<file path="config.mk">
export PLATFORM = sky130hd
export DESIGN_NAME = dht_ram
export DESIGN_NICKNAME = d
export VERILOG_FILES = /design/src/hdl/double_hash_table_engine_defines.svh /design/src/hdl/dht_ram.sv
export SDC_FILE = /design/constraint.sdc
export NUM_CORES = 2
export LEC_CHECK = 0
export ABC_CLOCK_PERIOD_IN_PS = 10150
export BUFFER_PORTS_ARGS = -buffer_cell sky130_fd_sc_hd__buf_2
export CAP_MARGIN = 20
export CORE_MARGIN = 3
export CORE_UTILIZATION = 31
export CTS_CLUSTER_SIZE = 12
export DETAILED_ROUTE_END_ITERATION = 6
export PLACE_DENSITY = 0.45
export SKIP_CTS_REPAIR_TIMING = 1
export SLEW_MARGIN = 5
export SYNTH_ARGS = -nofsm -noshare
export SYNTH_HDL_FRONTEND = slang
export SYNTH_SLANG_ARGS = --single-unit
</file>
<file path="constraint.sdc">
create_clock -name clk_i -period 10.15 [get_ports clk_i]
set_input_delay 3.045 -clock clk_i [delete_from_list [all_inputs] [get_ports clk_i]]
set_output_delay 3.045 -clock clk_i [all_outputs]
set_load 0.01 [all_outputs]
</file>
<file path="src/hdl/double_hash_table_engine_defines.svh">
// ----------------------------------------------------------------------------
// Double hash table engine: assertion macros
// Shared concurrent assertion helpers, clocked on clk_i, quiet in reset.
// ----------------------------------------------------------------------------
`ifndef DOUBLE_HASH_TABLE_ENGINE_DEFINES_SVH
`define DOUBLE_HASH_TABLE_ENGINE_DEFINES_SVH

// same-cycle implication
`define DHT_ASSERT_IMP(label, ante, cons, msg) \
  label: assert property (@(posedge clk_i) disable iff (!rst_ni) (ante) |-> (cons)) \
    else $error(msg);

// next-cycle implication
`define DHT_ASSERT_NXT(label, ante, cons, msg) \
  label: assert property (@(posedge clk_i) disable iff (!rst_ni) (ante) |=> (cons)) \
    else $error(msg);

`endif

</file>
<file path="src/hdl/dht_ram.sv">
// ----------------------------------------------------------------------------
// Generic single-port-write RAM
// One write port, one read port, read data registered.
// ----------------------------------------------------------------------------
module dht_ram #(
  parameter int WIDTH = 32,
  parameter int DEPTH = 128
) (
  input  logic                     clk_i,
  input  logic                     we_i,
  input  logic [$clog2(DEPTH)-1:0] waddr_i,
  input  logic [WIDTH-1:0]         wdata_i,
  input  logic                     re_i,
  input  logic [$clog2(DEPTH)-1:0] raddr_i,
  output logic [WIDTH-1:0]         rdata_o
);

  logic [WIDTH-1:0] mem_q [DEPTH];
  logic [WIDTH-1:0] rdata_q;

  always_ff @(posedge clk_i) begin
    if (we_i) begin
      mem_q[waddr_i] <= wdata_i;
    end
    if (re_i) begin
      rdata_q <= mem_q[raddr_i];
    end
  end

  assign rdata_o = rdata_q;

endmodule

</file>
Word-level counts from Yosys, hierarchy flattened
Memories as Yosys holds them, arrays and structs flattened. A register that Yosys moved wholly into a read port is not among the register bits.
Index checks and enable logic that the tools add are counted.
{"block": "word_totals", "ramBits": 4096, "memories": 1, "latchBits": 0, "wordCells": 3, "regBits": 0, "rom_bits": 0, "inputBits": 49, "output_inout_bits": 32}
{"memory": "mem_q", "words": 128, "width": 32, "rd": 1, "rd_clocked_by_memory_dff": 1, "write_ports": 1, "line": "dht_ram.sv:18", "text": "logic [WIDTH-1:0] mem_q [DEPTH];"}
{"block": "classes", "n_shift": 0, "n_bitwise": 0, "div_mod_pow": 0, "n_addsub": 0, "n_mux": 2, "magnitude_cmp": 0, "multipliers": 0, "eq_ne": 0, "n_reduce_logical": 0}
{"op": "$mux 1", "n": 2}

Longest topological paths before layout
{"block": "depth", "ltp_word": 2, "depth_mapped": 8, "mapped_depth_nobuf": 4}

Worst setup path after synthesis
Ideal clock, no wire load.
{"block": "synth_path", "path_type": "input port to flip-flop", "startpoint": "in we_i", "endpoint": "mem mem_q[98][0], enable pin", "required_time_ps": 9689, "setup_slack_ps": 3866, "arrival_ps": 5823, "path_stages": 3, "path_cell_list": "clkbuf_1 nand4_1 nor3_1"}
{"block": "synth_via", "elab_chain_len": 2}
{"item": "start, declared", "line": "dht_ram.sv:10", "text": "input logic we_i,"}
{"item": "$mux 1", "line": "dht_ram.sv:22", "text": "if (we_i) begin"}
{"item": "$mux 1 (implied by the code)", "line": "dht_ram.sv:23", "text": "mem_q[waddr_i] <= wdata_i;"}
{"item": "end, declared", "line": "dht_ram.sv:18"}
No other way between the ends.

==> summary.txt <==
Clock network
  – CTS tree: done
  – Clk buf depth: 4
  – H-tree depth: 5
  – CTS buffer count: 434
  – Clock Latency Late Sink: 1.01 ns
  – TritonCTS Sinks: 4,128
  – Root Buffer: clkbuf_16
  – Clock-pin slew on the worst setup and hold paths: 0.06 ns

Timing
  – Fin Clk Skew: 0.0471 ns
  – Endpoints failing hold: 0
  – Min Tclk post-route: 6.24 ns
  – Setup_tns: 0 ns
  – Endpoints failing setup: 0
  – Max_slew headroom: 21.4%
  – Period utilization: 61.5%
  – Worst-margin pin slew: 1.18 ns
  – Peak Freq: 160 MHz
  – RSZ-0062 raised after global routing: no
  – Fin. max-slew vios: 0

Floorplan
  – Die Y: 717 um
  – Die width: 717 um
  – Core Box Area: 0.502 sq mm
  – FP Rows: 260
  – Boundary pin count: 81
  – Initial core utilization: 31.2%
  – Die ar.: 0.514 sq mm

Synthesis
  – #FFs+latches synth: 4,128
  – Synth top area share: 79.2%
  – Top post-synthesis cells by count: edfxtp_1, mux4_2, clkbuf_1, nor2_1, buf_2
  – Area leader, netlist: edfxtp_1
  – Sequential-to-total area share from yosys stat: 79.2%
  – Syn_nets: 6,039
  – Count leader, synth: edfxtp_1
  – Async SR Flop Fraction: 0%
  – Post-Syn Area: 0.157 sq mm
  – Most common flop cell mapped by yosys: edfxtp_1
  – Average size of a mapped cell: 26.1 sq um
  – Synth unique cells: 16
  – Dominant cells by area after synthesis: edfxtp_1, mux4_2, clkbuf_1
  – Syn Inst Count: 5,990
  – EDFF count, synth: 4,128
  – Synth Warn #: 0

Power
  – Switching part of the total power: 22.1%
  – Clock power share: 41.6%
  – P_int: 0.0278 W
  – Sw Pwr: 0.00788 W
  – Leak Pwr: 54.0 nW
  – Peak VDD IR: 143 uV
  – Logic pwr share: 5.4%
  – Sequential share of power: 53.0%
  – Power Dens Cells: 198 mW/mm^2
  – Pwr Total: 0.0356 W

GRT
  – Vias in the first global route: 73,300
  – Largest net degree at the start of global routing: 125
  – Antenna violations before repair: 83
  – GRT Util Overall: 18.3%
  – Global-route wire length before repair: 643,000 um
  – Global route overflow: 0

Route
  – DR WL/cell: 35.1 um
  – DRT Pass-1 Iters: 7
  – Detailed-route DRC error count: 0
  – Initial drt markers: 8,194
  – Routed WL: 473,000 um
  – ANT nets after route: 0
  – Via/cell ratio: 5.22
  – Via count: 70,300

Critical path
  – Worst setup SP type: primary input
  – Critical path required time: 10.90 ns
  – Crit Path Max Fanout: 74
  – R2r setup slk: 7.23 ns
  – R2r worst-path depth: 4
  – Type of the worst setup path: primary input to register
  – Reg2Reg Capture Point: rdata_o[12]
  – Data arrival time of the worst path: 6.99 ns
  – Crit end category: register
  – Reg2Reg Launch Point: mem_q[63][12]

Placement
  – Dpl cells: 12,700
  – IO Port Bufs: 80
  – Gp weighted congestion: 0.758
  – DP Wirelength: 261,000 um

Final layout
  – Post-layout util: 35.9%
  – Fraction of final layout cells sized beyond drive strength 1: 34.9%
  – Layout area overhead: 15.2%
  – Nets@finish: 6,471
  – Non-filler cells, final: 13,500

Worst hold path
  – Hold path depth: 4
  – Worst Hold Launch: mem_q[58][31]
  – Hold Crit Endpoint: rdata_o[31]
  – Hold WC Path Type: register to register

Run
  – Max Cap Violations: 0

Run status
  – Status: complete, no violations
[power groups by stage]
stage               registers [W]  clock network, W  logic (W)
global placement           0.0193                 0    0.00195
floorplan                  0.0192                 0   0.000909
CTS                        0.0189            0.0152    0.00197
global route               0.0189            0.0159    0.00201
finish                     0.0189            0.0148    0.00192
detailed placement         0.0193                 0    0.00197
[flip-flops by register name, indices dropped and copies added, names as in the netlist]
signal   flops
rdata_o     32
mem_q     4096
[worst max-delay path by stage]
stage                     startpoint           end  slack [ns]  cells past startpoint
final                     raddr_i[0]   rdata_o[24]        3.91                      6
after global routing      raddr_i[0]   rdata_o[24]        3.89                      6
after CTS                 raddr_i[0]   rdata_o[24]        4.04                      6
after detailed placement  raddr_i[0]   rdata_o[24]        2.93                      6
after global placement    raddr_i[0]   rdata_o[24]        2.92                      6
after floorplan                 we_i  mem_q[98][0]        3.87                      3
[final cells by class]
type / count / area [sq um]
fillers: 45600 / 322000
repair buffers: 312 / 2710
clock inverters: 218 / 1590
clock buffers: 547 / 11300
multi-input cells: 1546 / 32300
diodes: 52 / 130
well taps: 6681 / 8360
flip-flops and latches: 4128 / 124000
[logic make-up after synthesis]
logic type | after synthesis | share of synthesized area, %
buffers and inverters | 316 | 0.837
DFF | 4128 | 79.2
muxes | 1376 | 19.6
and+or+nand+nor | 170 | 0.445
[critical path, cell delays in order]
cell and delay, ns:
buf_12 0.46, buf_4 0.85, mux4_2 0.62, mux4_2 0.62
mux4_2 0.68, mux2_2 0.33
[layout by cell type (no fill, tap or decap)]
master,netlist,routed
nand2_2,0,3
inv_6,0,10
nand2b_1,2,2
inv_16,0,3
buf_16,0,2
buf_6,2,2
diode_2,0,52
clkinv_8,0,5
nor3_2,0,9
clkbuf_1,182,110
mux2_2,32,32
clkinv_16,0,5
nand2_1,14,11
clkinv_2,0,53
buf_2,79,41
buf_12,0,32
buf_8,0,3
bufinv_16,0,15
clkinvlp_4,0,4
clkinv_1,0,122
nand3_2,0,4
edfxtp_1,4128,4128
nor2_1,122,3
clkinv_4,0,1
mux4_2,1344,1344
nand4_1,3,3
buf_4,3,232
nor2_4,0,119
clkbuf_16,0,437
nand3_1,12,8
nor2b_1,7,7
or3_1,1,1
[routing by layer]
metal  track usage [%]  up-vias  wire length [um]
met3              2.87      568             27000
met5                 0        -               151
met2              31.1     2145            238000
met1              24.7    40200            197000
met4              4.39       22             10700
li1                  -    27400                 -
[through the flow]
step	cell area, sq um	setup WS (ns)	hold WS [ns]
after global routing	180000	3.89	1.28
after floorplan	157000	3.87	1.15
after CTS	180000	4.04	1.26
after detailed placement	167000	2.93	1.25
after global placement	167000	2.92	1.25
final	180000	3.91	1.25
(Power assumes the default switching activity.)
