**src/hdl/double_hash_table_engine_defines.svh**
```systemverilog
// ----------------------------------------------------------------------------
// Double hash table engine: assertion macros
// Shared concurrent assertion helpers, clocked on clk_i, quiet in reset.
// ----------------------------------------------------------------------------
`ifndef DOUBLE_HASH_TABLE_ENGINE_DEFINES_SVH
`define DOUBLE_HASH_TABLE_ENGINE_DEFINES_SVH

// same-cycle implication
`define DHT_ASSERT_IMP(label, ante, cons, msg) \
  label: assert property (@(posedge clk_i) disable iff (!rst_ni) (ante) |-> (cons)) \
    else $error(msg);

// next-cycle implication
`define DHT_ASSERT_NXT(label, ante, cons, msg) \
  label: assert property (@(posedge clk_i) disable iff (!rst_ni) (ante) |=> (cons)) \
    else $error(msg);

`endif

```
**src/hdl/dht_pkg.sv**
```systemverilog
// ----------------------------------------------------------------------------
// Double hash table engine package
// Types, codes and default sizes shared by the engine and its parts.
// ----------------------------------------------------------------------------
package dht_pkg;

  localparam int DHT_SLOTS  = 127;
  localparam int CODE_W     = 32;
  localparam int VALUE_W    = 32;
  localparam int SLOT_IDX_W = 7;
  // code bits folded into the residues per cycle
  localparam int HASH_BITS  = 8;

  typedef enum logic [1:0] {
    OP_INSERT = 2'd0,
    OP_DELETE = 2'd1,
    OP_LOOKUP = 2'd2,
    OP_UPDATE = 2'd3
  } op_e;

  typedef enum logic [1:0] {
    RES_OK      = 2'd0,
    RES_EXISTS  = 2'd1,
    RES_FULL    = 2'd2,
    RES_MISSING = 2'd3
  } res_e;

  typedef enum logic [1:0] {
    ST_EMPTY = 2'd0,
    ST_USED  = 2'd1,
    ST_TOMB  = 2'd2
  } slot_st_e;

  typedef enum logic [2:0] {
    S_CLEAR,
    S_IDLE,
    S_HASH,
    S_READ,
    S_CHECK,
    S_DONE
  } dht_state_e;

endpackage

```
**src/hdl/dht_mod_unit.sv**
```systemverilog
// ----------------------------------------------------------------------------
// Residue unit
// Reduces a 32-bit code modulo a constant, HASH_BITS code bits per cycle,
// by shift and conditional subtract.
// ----------------------------------------------------------------------------
module dht_mod_unit import dht_pkg::*; #(
  parameter int MODULUS = 127,
  parameter int RW      = 7
) (
  input  logic              clk_i,
  input  logic              rst_ni,
  input  logic              start_i,
  input  logic [CODE_W-1:0] code_i,
  output logic              done_o,
  output logic [RW-1:0]     residue_o
);

  localparam int NSTEP = CODE_W / HASH_BITS;
  localparam int CW    = $clog2(NSTEP + 1);

  logic [CODE_W-1:0] sh_q, sh_d;
  logic [RW-1:0]     r_q, r_d;
  logic [CW-1:0]     cnt_q, cnt_d;

  always_comb begin
    logic [RW:0] tmp;
    logic [RW-1:0] r;
    r     = r_q;
    tmp   = '0;
    sh_d  = sh_q;
    r_d   = r_q;
    cnt_d = cnt_q;
    if (start_i) begin
      sh_d  = code_i;
      r_d   = '0;
      cnt_d = CW'(NSTEP);
    end else if (cnt_q != '0) begin
      for (int i = 0; i < HASH_BITS; i++) begin
        tmp = {r, sh_q[CODE_W-1-i]};
        if (tmp >= (RW+1)'(MODULUS)) begin
          tmp = tmp - (RW+1)'(MODULUS);
        end
        r = tmp[RW-1:0];
      end
      r_d   = r;
      sh_d  = sh_q << HASH_BITS;
      cnt_d = cnt_q - 1'b1;
    end
  end

  always_ff @(posedge clk_i or negedge rst_ni) begin
    if (!rst_ni) begin
      cnt_q <= '0;
    end else begin
      cnt_q <= cnt_d;
    end
  end

  always_ff @(posedge clk_i) begin
    sh_q <= sh_d;
    r_q  <= r_d;
  end

  assign done_o    = (cnt_q == '0);
  assign residue_o = r_q;

endmodule
```
**config.mk**
```make
export PLATFORM = sky130hd
export DESIGN_NAME = dht_mod_unit
export DESIGN_NICKNAME = d
export VERILOG_FILES = /design/src/hdl/double_hash_table_engine_defines.svh /design/src/hdl/dht_pkg.sv /design/src/hdl/dht_mod_unit.sv
export SDC_FILE = /design/constraint.sdc
export NUM_CORES = 1
export LEC_CHECK = 0
export BUFFER_PORTS_ARGS = -buffer_cell sky130_fd_sc_hd__buf_2
export CAP_MARGIN = 20
export CORE_MARGIN = 2
export CORE_UTILIZATION = 50
export CTS_CLUSTER_DIAMETER = 60
export DETAILED_ROUTE_END_ITERATION = 8
export PLACE_DENSITY = 0.75
export SKIP_LAST_GASP = 1
export SLEW_MARGIN = 20
export SYNTH_ARGS = -nofsm -noshare
export SYNTH_HDL_FRONTEND = slang
export SYNTH_SLANG_ARGS = --single-unit
```
**constraint.sdc**
```tcl
create_clock -name clk_i -period 16.9 [get_ports clk_i]
set_clock_uncertainty 0.1 [all_clocks]
set_input_delay 5.07 -clock clk_i [delete_from_list [all_inputs] [get_ports clk_i]]
set_output_delay 5.07 -clock clk_i [all_outputs]
set_load 0.05 [all_outputs]
```
# Word level (Yosys, flattened, before mapping)
# Cells that the tools add are included.
[op_classes]
mux = 26
magnitude_cmp = 8
addsub = 9
reduce_logical = 3
[ops]
columns = ["cell", "count"]
rows = [
  ["2-to-1 mux 7 bit", 22],
  ["greater-or-equal comparator 8 x 7 -> 1 bit (second input constant)", 8],
  ["2-to-1 mux 32 bit", 2],
  ["subtractor 7 bit (second input constant)", 8],
  ["2-to-1 mux 3 bit", 2],
  ["zero test 3 bit", 1],
  ["nonzero test 3 bit", 1],
  ["subtractor 3 x 1 -> 3 bit (second input constant)", 1],
  ["nonzero test 2 bit", 1],
]
[word_totals]
in_bits = 35
out_inout_bits = 8
register_bits = 42
word_cells = 49

# Depth between registers and ports, before layout
# Gate-level depths: netlist of the first run.
[depth]
ltp_word = 30
mapped_depth = 47
ltp_nobuf = 43

# Least setup slack after synthesis of the first run
# Ideal clock, no wire load.
[synth_timing]
kind = "register to register"
startpoint = "register r_q[0], in the netlist residue_o[0]"
endpoint = "register r_q[4], in the netlist residue_o[4]"
setup_time_ps = 87
t_arrival_ps = 10802
synth_period_minus_slack_ps = 10989
setup_slack_ps = 5911
required_time_ps = 16713
path_stages_with_launch = 48
path_buffers = 4
path_cell_list = "dfxtp_1 -> ha_1 -> buf_2 -> nand4_1 -> o21ai_0 -> xnor2_1 -> ha_1 -> o221a_1 -> a21oi_1 -> xnor2_1 -> ha_1 -> inv_1 -> a2111oi_0 -> o31ai_2 -> a21oi_2 -> a2bb2oi_4 -> xnor2_1 -> ha_1 -> [12 not listed] -> ha_1 -> nand2_1 -> a211oi_1 -> a31o_4 -> and4_1 -> buf_2 -> a21o_1 -> xor2_1 -> ha_1 -> o21ai_2 -> o41ai_4 -> xor2_1 -> ha_1 -> o21ai_0 -> o32ai_1 -> a31oi_4 -> o41a_1 -> o31ai_1"
[synth_via]
elab_chain_len = 30
elab_cells_between_ends = 38
classes_between = "add/sub (8); order compare (8); mux (22)"
[synth_lines]
columns = ["item", "line", "source"]
rows = [
  ["start: declaration", "dht_mod_unit.sv:22", "logic [RW-1:0] r_q, r_d;"],
  ["start signal: assignment", "dht_mod_unit.sv:61", "r_q <= r_d;"],
  ["subtractor 7 bit / greater-or-equal comparator 8 x 7 -> 1 bit (equally long branches)", "dht_mod_unit.sv:41, dht_mod_unit.sv:40", ""],
  ["2-to-1 mux 7 bit (*)", "dht_mod_unit.sv:40", "if (tmp >= (RW+1)'(MODULUS)) begin"],
  ["2-to-1 mux 7 bit (*)", "dht_mod_unit.sv:37", "end else if (cnt_q != '0) begin"],
  ["2-to-1 mux 7 bit (*)", "dht_mod_unit.sv:33", "if (start_i) begin"],
  ["subtractor 7 bit / greater-or-equal comparator 8 x 7 -> 1 bit (equally long branches)", "dht_mod_unit.sv:41, dht_mod_unit.sv:40", ""],
  ["2-to-1 mux 7 bit (*)", "dht_mod_unit.sv:40", ""],
  ["2-to-1 mux 7 bit (*)", "dht_mod_unit.sv:37", ""],
  ["2-to-1 mux 7 bit (*)", "dht_mod_unit.sv:33", ""],
  ["[14 not listed]", "--", ""],
  ["2-to-1 mux 7 bit (*)", "dht_mod_unit.sv:37", ""],
  ["2-to-1 mux 7 bit (*)", "dht_mod_unit.sv:33", ""],
  ["greater-or-equal comparator 8 x 7 -> 1 bit / subtractor 7 bit (equally long branches)", "dht_mod_unit.sv:40, dht_mod_unit.sv:41", ""],
  ["2-to-1 mux 7 bit (*)", "dht_mod_unit.sv:40", ""],
  ["2-to-1 mux 7 bit (*)", "dht_mod_unit.sv:37", ""],
  ["2-to-1 mux 7 bit (*)", "dht_mod_unit.sv:33", ""],
  ["subtractor 7 bit / greater-or-equal comparator 8 x 7 -> 1 bit (equally long branches)", "dht_mod_unit.sv:41, dht_mod_unit.sv:40", ""],
  ["2-to-1 mux 7 bit (*)", "dht_mod_unit.sv:40", ""],
]
# Every way passes the cells marked *; elsewhere a longest branch is shown, timed or not. The select of a mux whose other input is x is not followed.
# A chain may end at the register's enable or synchronous reset.

# Worst setup path in the final report of the first run
# Ends and elaborated chain as after synthesis.

==> impl_metrics.csv, run 1 <==
group,metric,value,unit
critical_path,max_stage_delay,660,ps
logic_synthesis,synth_common_cells,"35 x nand2_1, 32 x edfxtp_1, 29 x mux2_2, 25 x nor2_1, 22 x a21oi_1",
logic_synthesis,ys_ff_latch,42,
floorplanning,initial_core_util,51.7,%
clocking,cts_hold_buf,0,
clocking,cts_root_buffer,"clkbuf_8",
placed_design,place.gp.congestion,0.946,
routing,route.detailed.drc,0,
logic_synthesis,yosys.area.top_type,"edfxtp_1",
critical_path,critical_path.slowest_cell,"o41ai_4",
logic_synthesis,synth-edff-count,32,
clocking,postCtsSetupRepairBufs,0,
logic_synthesis,ys_warn_count,0,
clocking,cts.sinks,42,
clocking,htree_levels,2,
routing,wirelength,10.0,mm
routing,first_iter_violations,246,
placed_design,io_buffers,42,
logic_synthesis,ys_types,96,
routing,final_antenna_net_count,0,
power,power-per-cell-area,220,nW/um^2
grt,antenna_found_initial,0,
grt,overflow,0,
critical_path,crit_path_max_fanout,12,
placed_design,hpwl,7.70,mm
logic_synthesis,synthArstFlopShare,7.14,%
floorplanning,die_y,96.4,microns
clocking,clkTransAtPathRegs,80,ps
timing,tightest_slew,788,ps
routing,vias_per_cell,6.36,
cells_and_area,drive_gt1_share,23.3,%
outcome,outcome,"finished clean",
logic_synthesis,syn_nets,506,
cells_and_area,nets,538,
critical_path,required,17010,ps
logic_synthesis,syn_area,4270,sq um
clocking,clock_latency,300,ps
cells_and_area,diodes,0,
critical_path,worstPathArrival,12360,ps
floorplanning,dieWidth,96.4,microns
logic_synthesis,synth_ff_type,"edfxtp_1",
routing,drt-wirelength-per-cell,16.8,microns
critical_path,critical_path_class,"register to register",
job,cap_violations,0,
floorplanning,rows,33,
clocking,cts_buffers,5,
grt,grt_max_degree,42,
floorplanning,io_pins,43,
timing,hold_viol_final,0,
critical_path,end_kind,"register",
clocking,cts_tree,"built",
floorplanning,coreArea,8260,sq um
hold_path,hp-class,"register to register",
routing,via_count,3811,
timing,fin_crit_sh,72.5,%
timing,holdWs,385,ps
logic_synthesis,synth_seq_area_share,27.6,%
timing,rsz0062_at_grt,"false",
logic_synthesis,synthCells,461,
cells_and_area,fill_cells,768,
timing,drv_slew,0,
logic_synthesis,synth_area_leaders,"edfxtp_1 23%, mux2_2 7.7%, dfxtp_1 3.3%",
floorplanning,die_area,9290,sq um
critical_path,start_kind,"register",
grt,track_usage,22.5,%
power,p_leak,1.71,nW
power,peakVddDrop,0.0941,mV
timing,relSlewSlack,47.4,%
grt,grt_pass1_wl,16.7,mm
critical_path,crit_top_cell,"ha_1",
timing,period_needed,12240,ps
clocking,cts_buffer_depth,2,
logic_synthesis,synth_top_area_share,22.5,%
cells_and_area,area_growth,8.92,%
timing,fmax,0.0817,GHz
logic_synthesis,synthMostInstantiatedCell,"nand2_1",
timing,tns,0,ps
clocking,ctsResizeCount,0,
grt,grt_pass1_vias,3616,
logic_synthesis,syn_avg_cell_area,9.26,sq um
timing,setup_viol,0,
routing,dr.pass1.iters,5,
-- per-stage QoR --
step	util, %	cells	worst slack (ps)	area [sq um]	total power [mW]
6_report	56.3	599	4660	4650	1.02
3_5_place_dp	54.8	591	4870	4530	0.929
3_3_place_gp	54.8	591	5500	4530	0.915
5_1_grt	56.3	599	3580	4650	1.10
4_1_cts	56.3	599	4840	4650	1.01
2_1_floorplan	-	461	5910	4270	0.785
-- cell families after synthesis --
logic type / share of synthesized area (%)
buffers and inverters: 3.78
adders and majority gates: 2.93
muxes: 10.7
xor gates and xnor gates: 3.69
AOI/OAI and AO/OA: 29.6
DFF: 27.6
and+or+nand+nor: 21.8
-- sequential cells by signal, indices dropped and copies added, names as in the netlist --
signal and flops:
sh_q 32, residue_o 7, cnt_q 3
-- worst max-delay path: cells and delay by family, from the launching register on --
family | cells | cell delay [ps]
AO/OA/AOI/OAI | 21 | 5970
adder cells (fa/ha/maj) | 8 | 2480
XOR/XNOR | 7 | 1850
AND/OR/NAND/NOR | 5 | 1140
flip-flops | 1 | 460
buffers and inverters | 2 | 130
-- report_power, final --
| part | internal [mW] | leakage (nW) | switching [mW] | total, mW |
|---|---|---|---|---|
| Sequential | 0.148 | 0.442 | 0.0365 | 0.184 |
| Clock | 0.0450 | 0.0563 | 0.0371 | 0.0822 |
| Combinational | 0.282 | 1.21 | 0.474 | 0.756 |
-- final cells by class --
type	count	area (sq um)	area share [%]
Multi-Input combinational cell	382	2930	63.0
Inverter	18	67.6	1.45
Clock inverter	3	48.8	1.05
Tap cell	105	131	2.83
Sequential cell	42	1180	25.3
Clock buffer	5	68.8	1.48
Timing Repair Buffer	44	225	4.85
-- final timing paths --
kind / from / end / slack, ps / depth (start not counted)
max: residue_o[0]$_SDFFE_PP0N_ / residue_o[4]$_SDFFE_PP0N_ / 4660 / 43
max reg2reg: residue_o[0]$_SDFFE_PP0N_ / residue_o[4]$_SDFFE_PP0N_ / 4660 / 43
min: cnt_q[2]$_DFFE_PN0P_ / cnt_q[2]$_DFFE_PN0P_ / 380 / 1
max in group asynchronous: rst_ni / cnt_q[2]$_DFFE_PN0P_ / 12130 / 1
min in group asynchronous: rst_ni / cnt_q[0]$_DFFE_PN0P_ / 4450 / 1
min reg2reg: cnt_q[2]$_DFFE_PN0P_ / cnt_q[2]$_DFFE_PN0P_ / 380 / 1
-- layer usage --
| metal | vias up | routed length [microns] | GRT usage [%] |
|---|---|---|---|
| met5 | - | 0 | 0 |
| met4 | 0 | 118 | 6.81 |
| met3 | 15 | 496 | 2.64 |
| met2 | 119 | 4860 | 39.2 |
| met1 | 1802 | 4570 | 29.3 |
| li1 | 1875 | - | - |
-- placed cells by master (no fill, tap or decap), types with 5 or more instances in the layout --
cell type / Yosys / routed
nand2b_1: 8 / 8
ha_1: 10 / 10
and4_1: 5 / 5
a21oi_1: 22 / 22
edfxtp_1: 32 / 32
a211oi_1: 10 / 10
mux2i_1: 10 / 10
nand2_1: 35 / 35
nand4_1: 8 / 8
nor2_1: 25 / 25
nand3b_1: 5 / 5
nor3_1: 9 / 9
o21ai_0: 18 / 18
mux2_2: 29 / 29
a21o_1: 7 / 7
xnor2_1: 14 / 14
and2_1: 19 / 19
clkbuf_8: 0 / 5
or2_2: 5 / 5
a211o_1: 5 / 5
dfxtp_1: 7 / 7
buf_2: 6 / 42
and3_1: 7 / 7
nand3_1: 13 / 13
inv_1: 18 / 18
(Power assumes the default switching activity.)
==> run 2: changes to the inputs <==
- PLACE_DENSITY: 0.75 -> 0.78
- clock period: 16.9 -> 10 ns (I/O delays scaled with it)
==> impl_metrics.csv, run 2 (synthesis gave the netlist of run 1 again) <==
group,metric,value,unit
clocking,clkTransAtPathRegs,80,ps
clocking,htree_levels,2,
floorplanning,coreArea,8260,sq um
clocking,cts_buffer_depth,2,
critical_path,worstPathArrival,9590,ps
critical_path,start_kind,"register",
timing,fmax,0.106,GHz
cells_and_area,diodes,0,
power,p_total,1.81,mW
grt,grt_pass1_wl,16.7,mm
routing,first_iter_violations,263,
critical_path,required,10110,ps
power,power-per-cell-area,369,nW/um^2
critical_path,crit_path_max_fanout,12,
cells_and_area,multi_input_area,3040,sq um
timing,relSlewSlack,49.1,%
critical_path,critical_path.slowest_cell,"or4_1",
routing,wirelength,10.2,mm
floorplanning,die_y,96.4,microns
routing,final_antenna_net_count,0,
power,p_leak,1.83,nW
clocking,clock_latency,300,ps
timing,fin_crit_sh,94.7,%
routing,via_count,3884,
routing,route.detailed.drc,0,
placed_design,io_buffers,42,
grt,overflow,0,
cells_and_area,nets,561,
timing,drv_slew,0,
floorplanning,io_pins,43,
cells_and_area,regMostFlops,"sh_q",
cells_and_area,mostFrequentLayoutCells,"42 x buf_2, 35 x nand2_1, 32 x edfxtp_1",
routing,vias_per_cell,6.24,
routing,dr.pass1.iters,4,
timing,hold_viol_final,0,
routing,drt-wirelength-per-cell,16.4,microns
cells_and_area,drive_gt1_share,30.6,%
clocking,cts.sinks,42,
floorplanning,rows,33,
grt,grt_pass1_vias,3577,
cells_and_area,final_common_cell,"buf_2",
clocking,cts_tree,"built",
floorplanning,dieWidth,96.4,microns
outcome,outcome,"finished clean",
timing,tightest_slew,763,ps
cells_and_area,fill_cells,725,
job,cap_violations,0,
timing,period_needed,9470,ps
timing,holdWs,385,ps
cells_and_area,area_growth,15.1,%
clocking,cts_hold_buf,0,
hold_path,hp-class,"register to register",
cells_and_area,largest_reg_flops,32,
critical_path,crit_top_cell,"ha_2",
placed_design,hpwl,7.93,mm
critical_path,end_kind,"register",
critical_path,max_stage_delay,520,ps
floorplanning,die_area,9290,sq um
placed_design,place.gp.congestion,0.890,
critical_path,critical_path_class,"register to register",
timing,setup_viol,0,
clocking,cts_root_buffer,"clkbuf_8",
grt,antenna_found_initial,0,
cells_and_area,final-seq-area,1180,sq um
grt,grt_max_degree,42,
power,peakVddDrop,0.231,mV
floorplanning,initial_core_util,51.7,%
grt,track_usage,22.4,%
clocking,cts_buffers,5,
[run 2: cell types whose count changed in the layout (fill, tap and decap cells not counted), moves of 2 or more]
cell,previous run,this run
buf_4,2,25
xnor2_1,14,11
ha_2,0,6
xnor2_2,0,3
dfxtp_1,7,5
ha_1,10,3
[run 2: what timing repair did]
item,4_1_cts,5_1_grt
gates resized for setup,2,7
endpoints found under the setup margin,4,7
buffers inserted,0,9
pin swaps,0,4
[run 2: routing by layer]
metal  global-route usage, %  vias to the layer above  share of wire [%]
met5                       0                        -                  0
met4                    5.40                        0                1.4
met3                    3.18                       15                4.5
met2                    38.4                      108                 50
met1                    29.9                     1845                 44
li1                        -                     1916                  -
[run 2: worst paths after layout]
kind / start / endpoint / slack, ps / depth (start not counted)
max reg2reg: sh_q[31]$_DFFE_PP_ / residue_o[4]$_SDFFE_PP0N_ / 530 / 42
min: cnt_q[2]$_DFFE_PN0P_ / cnt_q[2]$_DFFE_PN0P_ / 380 / 1
min reg2reg: cnt_q[2]$_DFFE_PN0P_ / cnt_q[2]$_DFFE_PN0P_ / 380 / 1
min in group asynchronous: rst_ni / cnt_q[0]$_DFFE_PN0P_ / 2370 / 1
max in group asynchronous: rst_ni / cnt_q[2]$_DFFE_PN0P_ / 7320 / 1
max: sh_q[31]$_DFFE_PP_ / residue_o[4]$_SDFFE_PP0N_ / 530 / 42
[run 2: final cells by class]
type | count | share of cell area (%)
sequential | 42 | 24.1
clock buffer | 5 | 1.40
multi-input combinational | 382 | 61.9
tap | 105 | 2.68
inverter | 18 | 1.38
timing repair buffer | 67 | 8.10
clock inverter | 3 | 0.484
[run 2: per-stage QoR]
stage / cell area [sq um] / TNS (ps) / util (%) / instances / setup slack (ps)
after floorplan: 4330 / 0 / - / 461 / 25.5
after global placement: 4700 / 0 / 56.9 / 605 / 347
after detailed placement: 4700 / -192 / 56.9 / 605 / -105
after CTS: 4800 / 0 / 58.1 / 613 / 10.2
after global routing: 4910 / -36.2 / 59.5 / 622 / -25.9
final: 4910 / 0 / 59.5 / 622 / 527
[run 2: critical path, delay by kind of cell, from the launching register on]
kind,cells,cell delay [ps]
AO/OA/AOI/OAI,19,4070
XOR/XNOR,7,1350
adder cells (fa/ha/maj),8,1950
buffers and inverters,1,60
flip-flops,1,460
AND/OR/NAND/NOR,7,1360
[run 2: report_power, final]
group | leakage, nW | switching [mW] | internal [mW]
combinational | 1.34 | 0.849 | 0.552
clock | 0.0408 | 0.0612 | 0.0499
sequential | 0.443 | 0.0489 | 0.251
